===== src/sv/rcw_pkg.sv =====
// ----------------------------------------------------------------------------
// rcw_pkg
// Shared sizes, status codes and controller/datapath interface types for the
// route chain walker.
// ----------------------------------------------------------------------------
package rcw_pkg;

  // Table depth and city identifier size
  localparam int MAX_ROUTES   = 64;
  localparam int CITY_ID_BITS = 10;

  // Fixed field widths of the word ports
  localparam int CITY_PORT_W = 10;
  localparam int LEG_W       = 16;
  localparam int SUM_W       = 24;
  localparam int HOP_OUT_W   = 8;
  localparam int STATUS_W    = 3;

  // Derived sizes
  localparam int CITY_W = (CITY_ID_BITS < CITY_PORT_W) ? CITY_ID_BITS : CITY_PORT_W;
  localparam int IDX_W  = (MAX_ROUTES > 1) ? $clog2(MAX_ROUTES) : 1;
  localparam int CNT_W  = $clog2(MAX_ROUTES + 1);
  localparam int HOP_W  = (CNT_W + 1 > HOP_OUT_W) ? CNT_W + 1 : HOP_OUT_W;
  localparam int RAM_W  = CITY_W + 2 * LEG_W;

  // Result status codes
  localparam logic [STATUS_W-1:0] ST_OK        = 3'd0;
  localparam logic [STATUS_W-1:0] ST_DUP       = 3'd1;
  localparam logic [STATUS_W-1:0] ST_FULL      = 3'd2;
  localparam logic [STATUS_W-1:0] ST_NO_ORIGIN = 3'd3;
  localparam logic [STATUS_W-1:0] ST_NO_DEST   = 3'd4;
  localparam logic [STATUS_W-1:0] ST_NO_ROUTE  = 3'd5;

  // Controller to datapath commands
  typedef struct packed {
    logic                load;      // latch the accepted input word
    logic                ins_wr;    // store a new route at the fill point
    logic                hop;       // follow the route read from the table
    logic                out_load;  // move the result into the output register
    logic [STATUS_W-1:0] code;      // status of the result being loaded
  } cmd_t;

  // Datapath to controller status
  typedef struct packed {
    logic is_query;
    logic hit;         // current city has a route
    logic dest_known;  // destination is some stored destination
    logic full;
    logic arrived;     // route just read lands on the destination
    logic at_limit;    // this hop is the last one allowed
  } sts_t;

endpackage


===== src/sv/route_chain_walker_top.sv =====
// ----------------------------------------------------------------------------
// route_chain_walker_top
// Route table with insert and hop-by-hop query walk; sequencer plus datapath.
// ----------------------------------------------------------------------------
// Sequence: an insert or a failed check goes from the check state straight to
// the finish state; a query walk does one lane compare and one route RAM read
// per hop.
// Throughput: one word at a time; a new word is taken once the previous
// result has moved to the output register.
// Reset: synchronous active low; clears route count and controller state only.
module route_chain_walker_top (
  input  logic                              clk,
  input  logic                              rst_n,
  input  logic                              in_valid,
  output logic                              in_ready,
  input  logic                              in_op,
  input  logic [rcw_pkg::CITY_PORT_W-1:0]   in_from_city,
  input  logic [rcw_pkg::CITY_PORT_W-1:0]   in_to_city,
  input  logic [rcw_pkg::LEG_W-1:0]         in_leg_distance,
  input  logic [rcw_pkg::LEG_W-1:0]         in_leg_time,
  output logic                              out_valid,
  input  logic                              out_ready,
  output logic [rcw_pkg::STATUS_W-1:0]      out_status,
  output logic [rcw_pkg::SUM_W-1:0]         out_total_distance,
  output logic [rcw_pkg::SUM_W-1:0]         out_total_time,
  output logic [rcw_pkg::HOP_OUT_W-1:0]     out_hop_count
);
  import rcw_pkg::*;

  cmd_t cmd;
  sts_t sts;

  rcw_ctrl u_ctrl (
    .clk      (clk),
    .rst_n    (rst_n),
    .in_valid (in_valid),
    .in_ready (in_ready),
    .out_valid(out_valid),
    .out_ready(out_ready),
    .sts      (sts),
    .cmd      (cmd)
  );

  rcw_datapath u_datapath (
    .clk               (clk),
    .rst_n             (rst_n),
    .cmd               (cmd),
    .sts               (sts),
    .in_op             (in_op),
    .in_from_city      (in_from_city),
    .in_to_city        (in_to_city),
    .in_leg_distance   (in_leg_distance),
    .in_leg_time       (in_leg_time),
    .out_status        (out_status),
    .out_total_distance(out_total_distance),
    .out_total_time    (out_total_time),
    .out_hop_count     (out_hop_count)
  );

endmodule


===== src/sv/rcw_ram.sv =====
// ----------------------------------------------------------------------------
// rcw_ram
// Generic single-port RAM with registered read data.
// ----------------------------------------------------------------------------
module rcw_ram #(
  parameter int WIDTH = 8,
  parameter int DEPTH = 64
) (
  input  logic                                   clk,
  input  logic                                   we,
  input  logic [((DEPTH > 1) ? $clog2(DEPTH) : 1)-1:0] addr,
  input  logic [WIDTH-1:0]                       wdata,
  output logic [WIDTH-1:0]                       rdata
);

  logic [WIDTH-1:0] mem [DEPTH];
  logic [WIDTH-1:0] rdata_r;

  // Write or read one entry per cycle
  always_ff @(posedge clk) begin
    if (we) begin
      mem[addr] <= wdata;
    end
    rdata_r <= mem[addr];
  end

  assign rdata = rdata_r;

endmodule


===== src/sv/rcw_datapath.sv =====
// ----------------------------------------------------------------------------
// rcw_datapath
// Origin/destination match lanes, route RAM, walk accumulators and the
// output register.
// ----------------------------------------------------------------------------
module rcw_datapath (
  input  logic                               clk,
  input  logic                               rst_n,
  input  rcw_pkg::cmd_t                      cmd,
  output rcw_pkg::sts_t                      sts,
  input  logic                               in_op,
  input  logic [rcw_pkg::CITY_PORT_W-1:0]    in_from_city,
  input  logic [rcw_pkg::CITY_PORT_W-1:0]    in_to_city,
  input  logic [rcw_pkg::LEG_W-1:0]          in_leg_distance,
  input  logic [rcw_pkg::LEG_W-1:0]          in_leg_time,
  output logic [rcw_pkg::STATUS_W-1:0]       out_status,
  output logic [rcw_pkg::SUM_W-1:0]          out_total_distance,
  output logic [rcw_pkg::SUM_W-1:0]          out_total_time,
  output logic [rcw_pkg::HOP_OUT_W-1:0]      out_hop_count
);
  import rcw_pkg::*;

  // Latched input word and walk state
  logic              op_r;
  logic [CITY_W-1:0] cur_r, cur_nxt;
  logic [CITY_W-1:0] to_r;
  logic [LEG_W-1:0]  dist_r;
  logic [LEG_W-1:0]  time_r;
  logic [SUM_W-1:0]  sd_r, sd_nxt;
  logic [SUM_W-1:0]  st_r, st_nxt;
  logic [HOP_W-1:0]  hops_r, hops_nxt;
  logic [CNT_W-1:0]  count_r, count_nxt;

  // Match lanes, one register per table entry
  logic [CITY_W-1:0] origin_lane_r [MAX_ROUTES];
  logic [CITY_W-1:0] dest_lane_r   [MAX_ROUTES];

  // Output register
  logic [STATUS_W-1:0]  ost_r;
  logic [SUM_W-1:0]     osd_r;
  logic [SUM_W-1:0]     ost_time_r;
  logic [HOP_OUT_W-1:0] ohop_r;

  logic [IDX_W-1:0] hit_idx;
  logic             hit_any;
  logic             dest_any;
  logic [IDX_W-1:0] ram_addr;
  logic [RAM_W-1:0] ram_wdata;
  logic [RAM_W-1:0] ram_rdata;
  logic [CITY_W-1:0] rd_dest;
  logic [LEG_W-1:0]  rd_dist;
  logic [LEG_W-1:0]  rd_time;
  logic [SUM_W:0]    sd_sum;
  logic [SUM_W:0]    st_sum;
  logic [HOP_OUT_W-1:0] hop_sat;

  // Parallel compare of current city and destination against valid lanes
  always_comb begin
    hit_idx  = '0;
    hit_any  = 1'b0;
    dest_any = 1'b0;
    for (int i = 0; i < MAX_ROUTES; i++) begin
      if (CNT_W'(i) < count_r) begin
        if (origin_lane_r[i] == cur_r) begin
          hit_any = 1'b1;
          hit_idx = hit_idx | IDX_W'(i);
        end
        if (dest_lane_r[i] == to_r) begin
          dest_any = 1'b1;
        end
      end
    end
  end

  // Route RAM: insert writes at the fill point, lookups read the hit entry
  assign ram_addr  = cmd.ins_wr ? count_r[IDX_W-1:0] : hit_idx;
  assign ram_wdata = {to_r, dist_r, time_r};

  rcw_ram #(
    .WIDTH(RAM_W),
    .DEPTH(MAX_ROUTES)
  ) u_route_ram (
    .clk  (clk),
    .we   (cmd.ins_wr),
    .addr (ram_addr),
    .wdata(ram_wdata),
    .rdata(ram_rdata)
  );

  assign rd_dest = ram_rdata[RAM_W-1 -: CITY_W];
  assign rd_dist = ram_rdata[2*LEG_W-1 -: LEG_W];
  assign rd_time = ram_rdata[LEG_W-1:0];

  // Saturating sums
  assign sd_sum = {1'b0, sd_r} + {{(SUM_W + 1 - LEG_W){1'b0}}, rd_dist};
  assign st_sum = {1'b0, st_r} + {{(SUM_W + 1 - LEG_W){1'b0}}, rd_time};

  // Walk state next values
  always_comb begin
    cur_nxt   = cur_r;
    sd_nxt    = sd_r;
    st_nxt    = st_r;
    hops_nxt  = hops_r;
    count_nxt = count_r;
    if (cmd.load) begin
      cur_nxt  = in_from_city[CITY_W-1:0];
      sd_nxt   = '0;
      st_nxt   = '0;
      hops_nxt = '0;
    end else if (cmd.hop) begin
      cur_nxt  = rd_dest;
      sd_nxt   = sd_sum[SUM_W] ? {SUM_W{1'b1}} : sd_sum[SUM_W-1:0];
      st_nxt   = st_sum[SUM_W] ? {SUM_W{1'b1}} : st_sum[SUM_W-1:0];
      hops_nxt = hops_r + HOP_W'(1);
    end
    if (cmd.ins_wr) begin
      count_nxt = count_r + CNT_W'(1);
    end
  end

  // Route count is the only control state here
  always_ff @(posedge clk) begin
    if (!rst_n) begin
      count_r <= '0;
    end else begin
      count_r <= count_nxt;
    end
  end

  // Payload registers
  always_ff @(posedge clk) begin
    cur_r  <= cur_nxt;
    sd_r   <= sd_nxt;
    st_r   <= st_nxt;
    hops_r <= hops_nxt;
    if (cmd.load) begin
      op_r   <= in_op;
      to_r   <= in_to_city[CITY_W-1:0];
      dist_r <= in_leg_distance;
      time_r <= in_leg_time;
    end
  end

  // Lane write on insert (origin is the latched current city)
  always_ff @(posedge clk) begin
    for (int i = 0; i < MAX_ROUTES; i++) begin
      if (cmd.ins_wr && count_r == CNT_W'(i)) begin
        origin_lane_r[i] <= cur_r;
        dest_lane_r[i]   <= to_r;
      end
    end
  end

  // Output register; failed words report zero sums and hop count
  assign hop_sat = (hops_r > HOP_W'({HOP_OUT_W{1'b1}})) ? {HOP_OUT_W{1'b1}}
                                                      : hops_r[HOP_OUT_W-1:0];

  always_ff @(posedge clk) begin
    if (cmd.out_load) begin
      ost_r <= cmd.code;
      if (cmd.code == ST_OK) begin
        osd_r      <= sd_r;
        ost_time_r <= st_r;
        ohop_r     <= hop_sat;
      end else begin
        osd_r      <= '0;
        ost_time_r <= '0;
        ohop_r     <= '0;
      end
    end
  end

  assign out_status         = ost_r;
  assign out_total_distance = osd_r;
  assign out_total_time     = ost_time_r;
  assign out_hop_count      = ohop_r;

  // Status to the controller
  assign sts.is_query   = op_r;
  assign sts.hit        = hit_any;
  assign sts.dest_known = dest_any;
  assign sts.full       = (count_r == CNT_W'(MAX_ROUTES));
  assign sts.arrived    = (rd_dest == to_r);
  assign sts.at_limit   = (hops_r == {{(HOP_W - CNT_W){1'b0}}, count_r} << 1);

endmodule


===== src/sv/rcw_ctrl.sv =====
// ----------------------------------------------------------------------------
// rcw_ctrl
// Sequencer for insert and query words: check, walk, then hand the result
// to the output register.
// ----------------------------------------------------------------------------
module rcw_ctrl (
  input  logic          clk,
  input  logic          rst_n,
  input  logic          in_valid,
  output logic          in_ready,
  output logic          out_valid,
  input  logic          out_ready,
  input  rcw_pkg::sts_t sts,
  output rcw_pkg::cmd_t cmd
);
  import rcw_pkg::*;

  localparam logic [2:0] S_IDLE  = 3'd0;
  localparam logic [2:0] S_CHECK = 3'd1;
  localparam logic [2:0] S_DATA  = 3'd2;
  localparam logic [2:0] S_LOOK  = 3'd3;
  localparam logic [2:0] S_FIN   = 3'd4;

  logic [2:0]          state_r, state_nxt;
  logic [STATUS_W-1:0] code_r, code_nxt;
  logic                out_valid_r, out_valid_nxt;
  logic                out_free;

  assign out_free = !out_valid_r || out_ready;
  assign in_ready = (state_r == S_IDLE);

  // Next state and commands
  always_comb begin
    state_nxt    = state_r;
    code_nxt     = code_r;
    cmd.load     = 1'b0;
    cmd.ins_wr   = 1'b0;
    cmd.hop      = 1'b0;
    cmd.out_load = 1'b0;
    cmd.code     = code_r;
    case (state_r)
      S_IDLE: begin
        if (in_valid) begin
          cmd.load  = 1'b1;
          state_nxt = S_CHECK;
        end
      end
      S_CHECK: begin
        if (!sts.is_query) begin
          state_nxt = S_FIN;
          if (sts.hit) begin
            code_nxt = ST_DUP;
          end else if (sts.full) begin
            code_nxt = ST_FULL;
          end else begin
            cmd.ins_wr = 1'b1;
            code_nxt   = ST_OK;
          end
        end else if (!sts.hit) begin
          code_nxt  = ST_NO_ORIGIN;
          state_nxt = S_FIN;
        end else if (!sts.dest_known) begin
          code_nxt  = ST_NO_DEST;
          state_nxt = S_FIN;
        end else begin
          // first lookup already issued to the route RAM
          state_nxt = S_DATA;
        end
      end
      S_DATA: begin
        cmd.hop = 1'b1;
        if (sts.arrived) begin
          code_nxt  = ST_OK;
          state_nxt = S_FIN;
        end else if (sts.at_limit) begin
          code_nxt  = ST_NO_ROUTE;
          state_nxt = S_FIN;
        end else begin
          state_nxt = S_LOOK;
        end
      end
      S_LOOK: begin
        if (!sts.hit) begin
          code_nxt  = ST_NO_ROUTE;
          state_nxt = S_FIN;
        end else begin
          state_nxt = S_DATA;
        end
      end
      S_FIN: begin
        if (out_free) begin
          cmd.out_load = 1'b1;
          state_nxt    = S_IDLE;
        end
      end
      default: begin
        state_nxt = S_IDLE;
      end
    endcase
  end

  // Output valid: set on load, cleared when the word is taken
  always_comb begin
    out_valid_nxt = out_valid_r;
    if (cmd.out_load) begin
      out_valid_nxt = 1'b1;
    end else if (out_ready) begin
      out_valid_nxt = 1'b0;
    end
  end

  always_ff @(posedge clk) begin
    if (!rst_n) begin
      state_r     <= S_IDLE;
      code_r      <= ST_OK;
      out_valid_r <= 1'b0;
    end else begin
      state_r     <= state_nxt;
      code_r      <= code_nxt;
      out_valid_r <= out_valid_nxt;
    end
  end

  assign out_valid = out_valid_r;

endmodule


===== config.mk =====
export PLATFORM = sky130hd
export DESIGN_NAME = route_chain_walker_top
export DESIGN_NICKNAME = d
export VERILOG_FILES = /design/src/sv/rcw_pkg.sv /design/src/sv/route_chain_walker_top.sv /design/src/sv/rcw_ram.sv /design/src/sv/rcw_datapath.sv /design/src/sv/rcw_ctrl.sv
export SDC_FILE = /design/constraint.sdc
export NUM_CORES = 2
export LEC_CHECK = 0
export BUFFER_PORTS_ARGS = -buffer_cell sky130_fd_sc_hd__buf_2
export CAP_MARGIN = 10
export CORE_MARGIN = 3
export CORE_UTILIZATION = 30
export DETAILED_ROUTE_END_ITERATION = 7
export PLACE_DENSITY = 0.48
export SYNTH_ARGS = -nofsm -noshare
export SYNTH_HDL_FRONTEND = slang
export SYNTH_SLANG_ARGS = --single-unit

===== constraint.sdc =====
create_clock -name clk -period 9.3 [get_ports clk]
set_clock_uncertainty 0.2 [all_clocks]
set_input_delay 0.93 -clock clk [delete_from_list [all_inputs] [get_ports clk]]
set_output_delay 0.93 -clock clk [all_outputs]
set_load 0.01 [all_outputs]

### Word-level counts from Yosys, hierarchy flattened

Memory sizes are Yosys's and may differ from the RTL's. A register that Yosys moved wholly into a read port is not among the register bits.
Index checks and enable logic that the tools add are counted.

| word-level totals | value |
|---|---|
| register bits | 182 |
| bits in writable memories | 3968 |
| input bits | 57 |
| output and inout bits | 61 |
| memories | 3 |

Memory list:

| name | depth | width | read ports | clocked after memory_dff | write ports | line | RTL |
|---|---|---|---|---|---|---|---|
| u_datapath.u_route_ram.mem | 64 | 42 | 1 | 1 | 1 | rcw_ram.sv:16 | `logic [WIDTH-1:0] mem [DEPTH];` |
| u_datapath.dest_lane_r | 64 | 10 | 64 | 0 | 1 | rcw_datapath.sv:36 | `logic [CITY_W-1:0] dest_lane_r [MAX_ROUTES];` |
| u_datapath.origin_lane_r | 64 | 10 | 64 | 0 | 1 | rcw_datapath.sv:35 | `logic [CITY_W-1:0] origin_lane_r [MAX_ROUTES];` |

| operators by class | value |
|---|---|
| add/sub/neg operators | 4 |
| $lt $le $gt $ge | 65 |
| equal/unequal tests | 203 |
| mux-type cells | 925 |
| reduce and logical (&&, ||, !) cells | 200 |

Operators by type and width:

| cell | count |
|---|---|
| == test 10 bit | 129 |
| 2-to-1 mux 10 bit | 128 |
| OR reduction 10 bit | 126 |
| 2-to-1 mux 6 bit | 191 |
| 2-to-1 mux 1 bit | 525 |
| == test 7 x 6 -> 1 bit (second input constant) | 32 |
| less-than comparator 6 x 7 -> 1 bit (first input constant) | 32 |
| 2-to-1 mux 5 bit | 32 |
| == test 7 x 5 -> 1 bit (second input constant) | 16 |
| less-than comparator 5 x 7 -> 1 bit (first input constant) | 16 |
| 2-to-1 mux 3 bit | 23 |
| logical AND 1 bit | 64 |
| 2-to-1 mux 4 bit | 16 |
| == test 7 x 4 -> 1 bit (second input constant) | 8 |
| less-than comparator 4 x 7 -> 1 bit (first input constant) | 8 |
| adder 24 x 16 -> 25 bit | 2 |
| 2-to-1 mux 24 bit | 2 |
| == test 7 x 3 -> 1 bit (second input constant) | 4 |
| less-than comparator 3 x 7 -> 1 bit (first input constant) | 4 |
| one-hot mux 3 bit (5 select lines) | 1 |
| == test 7 x 2 -> 1 bit (second input constant) | 2 |
| less-than comparator 1 x 7 -> 1 bit (first input constant) | 2 |
| less-than comparator 2 x 7 -> 1 bit (first input constant) | 2 |
| 2-to-1 mux 2 bit | 5 |
| other kinds (23) | 27 |

### Logic depth before layout (Yosys ltp)

An unclocked memory read counts as a cell.

| depth | value |
|---|---|
| depth after elaboration | 200 |
| gate-level depth with buffers | 24 |
| depth with buffers taken out | 16 |

### Hierarchy

A second synthesis with hierarchy kept.

| second synthesis, totals | value |
|---|---|
| cells, all modules | 9738 |
| area, all modules | 166549.7 µm² |

By module, submodules not included:

| module | times used | cells each | area each (µm²) |
|---|---|---|---|
| rcw_ram | 1 | 5506 | 102777.3 |
| rcw_datapath | 1 | 4185 | 63330.7 |
| rcw_ctrl | 1 | 47 | 441.7 |

### Worst setup path before layout

OpenSTA, ideal clock, no wires.

| path | value |
|---|---|
| path kind | register -> register |
| from | register u_datapath.cur_r[1] |
| to | memory u_datapath.u_route_ram.mem[27][0] (netlist bit) (enable) |
| setup time | 0.546 ns |
| arrival time | 8.151 ns |
| required time | 8.554 ns |
| path slack | 0.402 ns |
| stages on the path, launching flop included | 15 |
| clock period less this slack | 8.898 ns |
| cells stage by stage | edfxtp_1 > buf_2 > buf_4 > xor2_1 > nor4_1 > nand4_1 > nand2_1 > or4_1 > nor4_1 > nand2_2 > mux2i_1 > nand2b_1 > clkbuf_1 > clkbuf_1 > nor4_1 |

| on the way | value |
|---|---|
| longest elaborated chain between the ends | 134 |
| elaborated cells on any way between the ends | 324 |

Ends and longest elaborated chain:

| element | line | RTL |
|---|---|---|
| start, declared | rcw_datapath.sv:25 | `logic [CITY_W-1:0] cur_r, cur_nxt;` |
| start signal, assigned | rcw_datapath.sv:132 | `cur_r <= cur_nxt;` |
| == test 10 bit | rcw_datapath.sv:64 | `if (origin_lane_r[i] == cur_r) begin` |
| 2-to-1 mux 1 bit | rcw_datapath.sv:64 |  |
| 2-to-1 mux 1 bit | rcw_datapath.sv:63 | `if (CNT_W'(i) < count_r) begin` |
| 2-to-1 mux 1 bit | rcw_datapath.sv:64 |  |
| 2-to-1 mux 1 bit | rcw_datapath.sv:63 |  |
| 2-to-1 mux 1 bit | rcw_datapath.sv:64 |  |
| 2-to-1 mux 1 bit | rcw_datapath.sv:63 |  |
| 2-to-1 mux 1 bit | rcw_datapath.sv:64 |  |
| [118 not listed] | n/a |  |
| 2-to-1 mux 1 bit | rcw_datapath.sv:63 |  |
| 2-to-1 mux 1 bit | rcw_datapath.sv:64 |  |
| 2-to-1 mux 1 bit | rcw_datapath.sv:63 |  |
| 2-to-1 mux 1 bit | rcw_ctrl.sv:51 | `if (sts.hit) begin` |
| 2-to-1 mux 1 bit | rcw_ctrl.sv:49 | `if (!sts.is_query) begin` |
| 2-to-1 mux 1 bit | rcw_ctrl.sv:41 | `case (state_r)` |
| 2-to-1 mux 1 bit | rcw_ram.sv:21 | `if (we) begin` |
| 2-to-1 mux 1 bit (not written as such) | rcw_ram.sv:22 | `mem[addr] <= wdata;` |
| end, declared | rcw_ram.sv:16 |  |

Parallel ways exist; a longest one is shown, timed or not.

### Worst setup path after layout

| path | value |
|---|---|
| from | register u_datapath.count_r[5] |
| to | register u_datapath.u_route_ram.rdata_r[40] (netlist: u_datapath.u_route_ram.rdata[40]), read port of u_datapath.u_route_ram.mem |

| on the way | value |
|---|---|
| longest elaborated chain between the ends | 132 |
| elaborated cells on any way between the ends | 322 |

Ends and longest elaborated chain:

| element | line | RTL |
|---|---|---|
| start, declared | rcw_datapath.sv:32 | `logic [CNT_W-1:0] count_r, count_nxt;` |
| start signal, assigned | rcw_datapath.sv:126 | `count_r <= count_nxt;` |
| less-than comparator 1 x 7 -> 1 bit | rcw_datapath.sv:63 |  |
| 2-to-1 mux 1 bit | rcw_datapath.sv:63 |  |
| 2-to-1 mux 1 bit | rcw_datapath.sv:64 |  |
| 2-to-1 mux 1 bit | rcw_datapath.sv:63 |  |
| 2-to-1 mux 1 bit | rcw_datapath.sv:64 |  |
| 2-to-1 mux 1 bit | rcw_datapath.sv:63 |  |
| 2-to-1 mux 1 bit | rcw_datapath.sv:64 |  |
| 2-to-1 mux 1 bit | rcw_datapath.sv:63 |  |
| [116 not listed] | n/a |  |
| 2-to-1 mux 1 bit | rcw_datapath.sv:64 |  |
| 2-to-1 mux 1 bit | rcw_datapath.sv:63 |  |
| 2-to-1 mux 1 bit | rcw_datapath.sv:64 |  |
| 2-to-1 mux 1 bit | rcw_datapath.sv:63 |  |
| 2-to-1 mux 1 bit | rcw_ctrl.sv:51 |  |
| 2-to-1 mux 1 bit | rcw_ctrl.sv:49 |  |
| 2-to-1 mux 1 bit | rcw_ctrl.sv:41 |  |
| 2-to-1 mux 6 bit * | rcw_datapath.sv:76 | `assign ram_addr = cmd.ins_wr ? count_r[IDX_W-1:0] : hit_idx;` |
| end, declared | rcw_ram.sv:17 | `logic [WIDTH-1:0] rdata_r;` |

Mark *: on every way between the ends. The rest lies on a longest branch, timed or not.
A chain may end at the register's enable or synchronous reset.

==> summary.md <==
| Metric | Value |
|---|---|
| Overall routed net length | `559.5 mm` |
| Max Freq | `121.4 MHz` |
| Count of port buffers added during placement | `117` |
| Capturing instance or port of the critical path | `u_datapath.u_route_ram.rdata[40]` |
| Clock tree from TritonCTS | `done` |
| Number of H-tree levels | `5` |
| Core Rows | `274` |
| Flip-flop cell with the highest count after synthesis | `sky130_fd_sc_hd__edfxtp_1` |
| Sequential Power Share | `53.2%` |
| Tmin final | `8.234 ns` |
| DRC marker count from the first detailed-route iteration | `10650` |
| Worst-path clk slew | `0.06 ns` |
| Pins over their slew limit | `0` |
| Critical Path Sink Type | `flip-flop` |
| Design area | `0.1960 mm²` |
| DRC viols | `0` |
| Routed Antenna Nets | `0` |
| Count of TritonRoute iterations in the first routing pass | `6` |
| Status | `completed` |
| Number of standard cells after synthesis | `11080` |
| Minimum setup slack in the final design | `1.066 ns` |
| Synth Net Count | `11170` |
| Worst slack on hold paths | `0.1022 ns` |
| Clock latency on the worst-skew pair | `1.02 ns` |
| Delay of the slowest cell on the worst path | `0.76 ns` |
| Critical Path RT | `9.99 ns` |
| Initial Util | `30.22%` |
| Detail-routed net length per standard cell | `28.78 µm` |
| Worst path arrival time | `8.92 ns` |
| Grt total ovfl | `0` |
| Crit Reg-Reg Startpoint | `u_datapath.count_r[5]` |
| Number of sinks on the clock net | `4192` |
| P_leak | `62.06 nW` |
| Number of distinct standard cells referenced by the synthesized netlist | `92` |
| Worst-Margin Slew | `1.264 ns` |
| CTS Buffer Depth | `4` |
| Cell with the largest stage delay on the worst path | `sky130_fd_sc_hd__nor4_2` |
| Switching power total | `8.932 mW` |
| Final clock period utilization by the worst path | `88.54%` |
| Total routing resource utilization after global routing | `18.95%` |
| Dpl ws | `1.294 ns` |
| Layout cells sized above 1 | `13.10%` |
| GP Congestion | `0.8650` |
| Top cells by count, synth | `4080 x sky130_fd_sc_hd__edfxtp_1, 1522 x sky130_fd_sc_hd__nand2_1, 725 x sky130_fd_sc_hd__xor2_1` |
| Flip-flop and latch count after synthesis | `4192` |
| Sum of buffers and inverters on the critical path | `3` |
| P_int | `30.52 mW` |
| Dpl hpwl | `343.8 mm` |
| Area share of the largest cell type after synthesis | `72.54%` |
| Power Density | `201.3 mW/mm²` |
| Total clock buffers created by CTS | `419` |
| Final setup violation count | `0` |
| Top delay family on crit path | `simple AND/OR/NAND/NOR gates` |
| Setup total negative slack | `0 ns` |
| Asr flop ratio synth | `0%` |
| Worst reg2reg path endpoint | `u_datapath.u_route_ram.rdata[40]` |
| Top-count cell post-synth | `sky130_fd_sc_hd__edfxtp_1` |
| Count of flip-flops with a built-in enable after synthesis | `4080` |
| Gates resized, CTS repair | `0` |
| Final core occ | `35.08%` |
| Critical Path Fanout Max | `75` |
| Max rail drop VDD | `0.1463 mV` |
| Type of element launching the critical path | `flip-flop` |
| Combinational group share of total power | `5.1%` |
| Count of synthesis-stage warnings from yosys | `0` |
| Depth of the most critical reg-to-reg path | `15` |
| Clock tree root buffer cell | `sky130_fd_sc_hd__clkbuf_16` |
| Timing startpoint of the critical path | `u_datapath.count_r[5]` |
| Vias in the first global route | `94950` |
| Min-Delay Path Class | `in -> reg` |
| Total Die Area | `0.5720 mm²` |
| Part of the total power dissipated in the clock network | `41.7%` |
| Die Span X | `756.3 µm` |
| First-pass GRT wire length | `778.4 mm` |
| Sequential area share after synthesis | `73.87%` |
| Layout Nets | `11690` |
| Worst relative slew slack | `15.09%` |
| Worst Setup Path Type | `reg -> reg` |
| Area of the core region | `0.5588 mm²` |
| Hold Fails Final Rpt | `0` |
| Mean instance size in the synthesized netlist | `15.25 µm²` |
| Post-detailed-route via-to-cell ratio | `5.083` |
| Cell depth of the worst setup path | `15` |
| Antenna violations before repair | `47` |
| Series of cell instances along the critical path | `buf_4 > a21oi_2 > o21ai_0 > a31oi_1 > o21ai_1 > or4_1 > nor4_2 > nand3_1 > nand2_4 > buf_12 > buf_4 > a21oi_1 > o21ai_0 > nand4_1 > or4_1` |
| Most area-consuming cells after synthesis | `sky130_fd_sc_hd__edfxtp_1 73%, sky130_fd_sc_hd__xor2_1 3.8%, sky130_fd_sc_hd__nand2_1 3.4%, sky130_fd_sc_hd__xnor2_1 3.2%, sky130_fd_sc_hd__mux2i_1 1.7%` |
| Synthesized cell area | `0.1689 mm²` |
| Vertical die dimension | `756.3 µm` |
| Sw frac | `22.64%` |
| Cell area after placement | `0.1824 mm²` |
| Via count | `98840` |
| Top-level port count | `118` |
| Area Overhead vs Synth | `16.06%` |
| Dominant cell type by area after synthesis | `sky130_fd_sc_hd__edfxtp_1` |
| Maxcap violations | `0` |
| Worst reg-to-reg setup slack | `1.07 ns` |
| Largest net degree at the start of global routing | `109` |
| RSZ-0062 raised after global routing | `no` |
| Min-delay src | `in_op` |
[what timing repair did]
| action | 4_1_cts | 5_1_grt |
|---|---|---|
| hold buffers | 43 | 0 |
| endpoints found under the setup margin | 0 | 0 |
| hold endpoints to repair | 43 | 0 |
| buffers inserted | 0 | 0 |
[stage by stage]
step | total power [mW] | cells
floorplan | 22.51 | 11080
CTS | 39.78 | 19380
finish | 39.46 | 19440
detailed placement | 23.41 | 18580
global placement | 23.41 | 18570
global route | 40.66 | 19440
[worst reg2reg max path, delay by kind of cell, from the launching register on]
family	cells	cell delay, ns
compound gates	6	2.57
simple gates	6	3.85
buf+inv	3	1.12
flops	1	0.41
[how the worst min path moves through the flow]
stage                                     endpoint  slack (ns)  depth (start not counted)
after floorplan           u_datapath.out_status[1]        0.23                          0
after global placement    u_datapath.out_status[1]        0.29                          0
after detailed placement  u_datapath.out_status[1]        0.28                          0
after CTS                          u_datapath.op_r       0.008                          1
after global routing               u_datapath.op_r        0.06                          1
final                              u_datapath.op_r        0.10                          1
[power by group through the flow]
stage / sequential [mW] / combinational, mW / clock (mW)
floorplan: 21.5 / 1.05 / 0
global placement: 21.4 / 2.02 / 0
detailed placement: 21.4 / 2.03 / 0
CTS: 21.0 / 2.05 / 16.8
global route: 21.0 / 2.18 / 17.5
finish: 21.0 / 2.02 / 16.5
[per-layer routing]
| metal | GRT usage [%] | vias to the layer above | routed length (µm) | part of all wire, % |
|---|---|---|---|---|
| li1 | - | 43000 | - | - |
| met1 | 25.69 | 51770 | 238500 | 43 |
| met2 | 31.66 | 3318 | 270200 | 48 |
| met3 | 2.343 | 735 | 30780 | 5.5 |
| met4 | 6.089 | 16 | 19850 | 3.5 |
| met5 | 0 | - | 110 | 0.020 |
[final cells by class]
cell class | instances | area (µm²)
Fill cell | 53720 | 362800
Sequential cell | 4192 | 124800
Multi-Input combinational cell | 6230 | 42010
Clock buffer | 558 | 11260
Tap cell | 7452 | 9324
Timing Repair Buffer | 720 | 6709
Clock inverter | 201 | 1675
Antenna cell | 63 | 157.7
Inverter | 27 | 103.9
[sequential cells by signal (all words and copies together), names as in the netlist]
register,count
u_datapath.dest_lane_r,640
u_ctrl.out_valid,1
u_datapath.u_route_ram.rdata,42
u_datapath.out_hop_count,8
u_datapath.u_route_ram.mem,2688
u_datapath.origin_lane_r,640
u_datapath.time_r,16
u_datapath.hops_r,8
u_datapath.cur_r,10
u_datapath.op_r,1
u_datapath.sd_r,24
u_datapath.dist_r,16
u_datapath.out_status,3
u_datapath.count_r,7
u_datapath.to_r,10
u_datapath.out_total_distance,24
u_datapath.st_r,24
u_ctrl.code_r,3
u_ctrl.state_r,3
u_datapath.out_total_time,24
[cell families after synthesis]
logic type               Yosys count  synth area share, %
multiplexers                     431                3.477
AO/OA/AOI/OAI                   1456                5.449
XOR/XNOR                        1340                6.949
buffers and inverters            653                1.818
flip-flops                      4192                73.87
AND/OR/NAND/NOR                 2963                8.130
adder cells (fa/ha/maj)           40               0.3052
[cell usage in the layout, fill, tap and decap left out, types with 42 or more instances in the layout]
cell	n
sky130_fd_sc_hd__edfxtp_1	4080
sky130_fd_sc_hd__nand2_1	1519
sky130_fd_sc_hd__xor2_1	725
sky130_fd_sc_hd__xnor2_1	615
sky130_fd_sc_hd__a21oi_1	526
sky130_fd_sc_hd__buf_4	440
sky130_fd_sc_hd__clkbuf_16	423
sky130_fd_sc_hd__nand3_1	371
sky130_fd_sc_hd__mux2i_1	292
sky130_fd_sc_hd__o21ai_0	263
sky130_fd_sc_hd__nand4_1	218
sky130_fd_sc_hd__nor4_1	205
sky130_fd_sc_hd__nor2_1	169
sky130_fd_sc_hd__mux4_2	123
sky130_fd_sc_hd__clkbuf_1	118
sky130_fd_sc_hd__buf_2	118
sky130_fd_sc_hd__buf_12	117
sky130_fd_sc_hd__o22ai_1	107
sky130_fd_sc_hd__dfxtp_1	106
sky130_fd_sc_hd__and2_1	86
sky130_fd_sc_hd__clkinv_1	83
sky130_fd_sc_hd__a211oi_1	73
sky130_fd_sc_hd__clkinv_2	69
sky130_fd_sc_hd__a31oi_1	65
sky130_fd_sc_hd__diode_2	63
sky130_fd_sc_hd__nor3_1	61
sky130_fd_sc_hd__or4_1	58
sky130_fd_sc_hd__nor2_4	58
sky130_fd_sc_hd__and3_1	56
sky130_fd_sc_hd__o2111ai_1	53
sky130_fd_sc_hd__a311oi_1	51
sky130_fd_sc_hd__dlygate4sd3_1	43
sky130_fd_sc_hd__a21boi_0	42
Note: power is estimated with default switching activity, not from simulation.
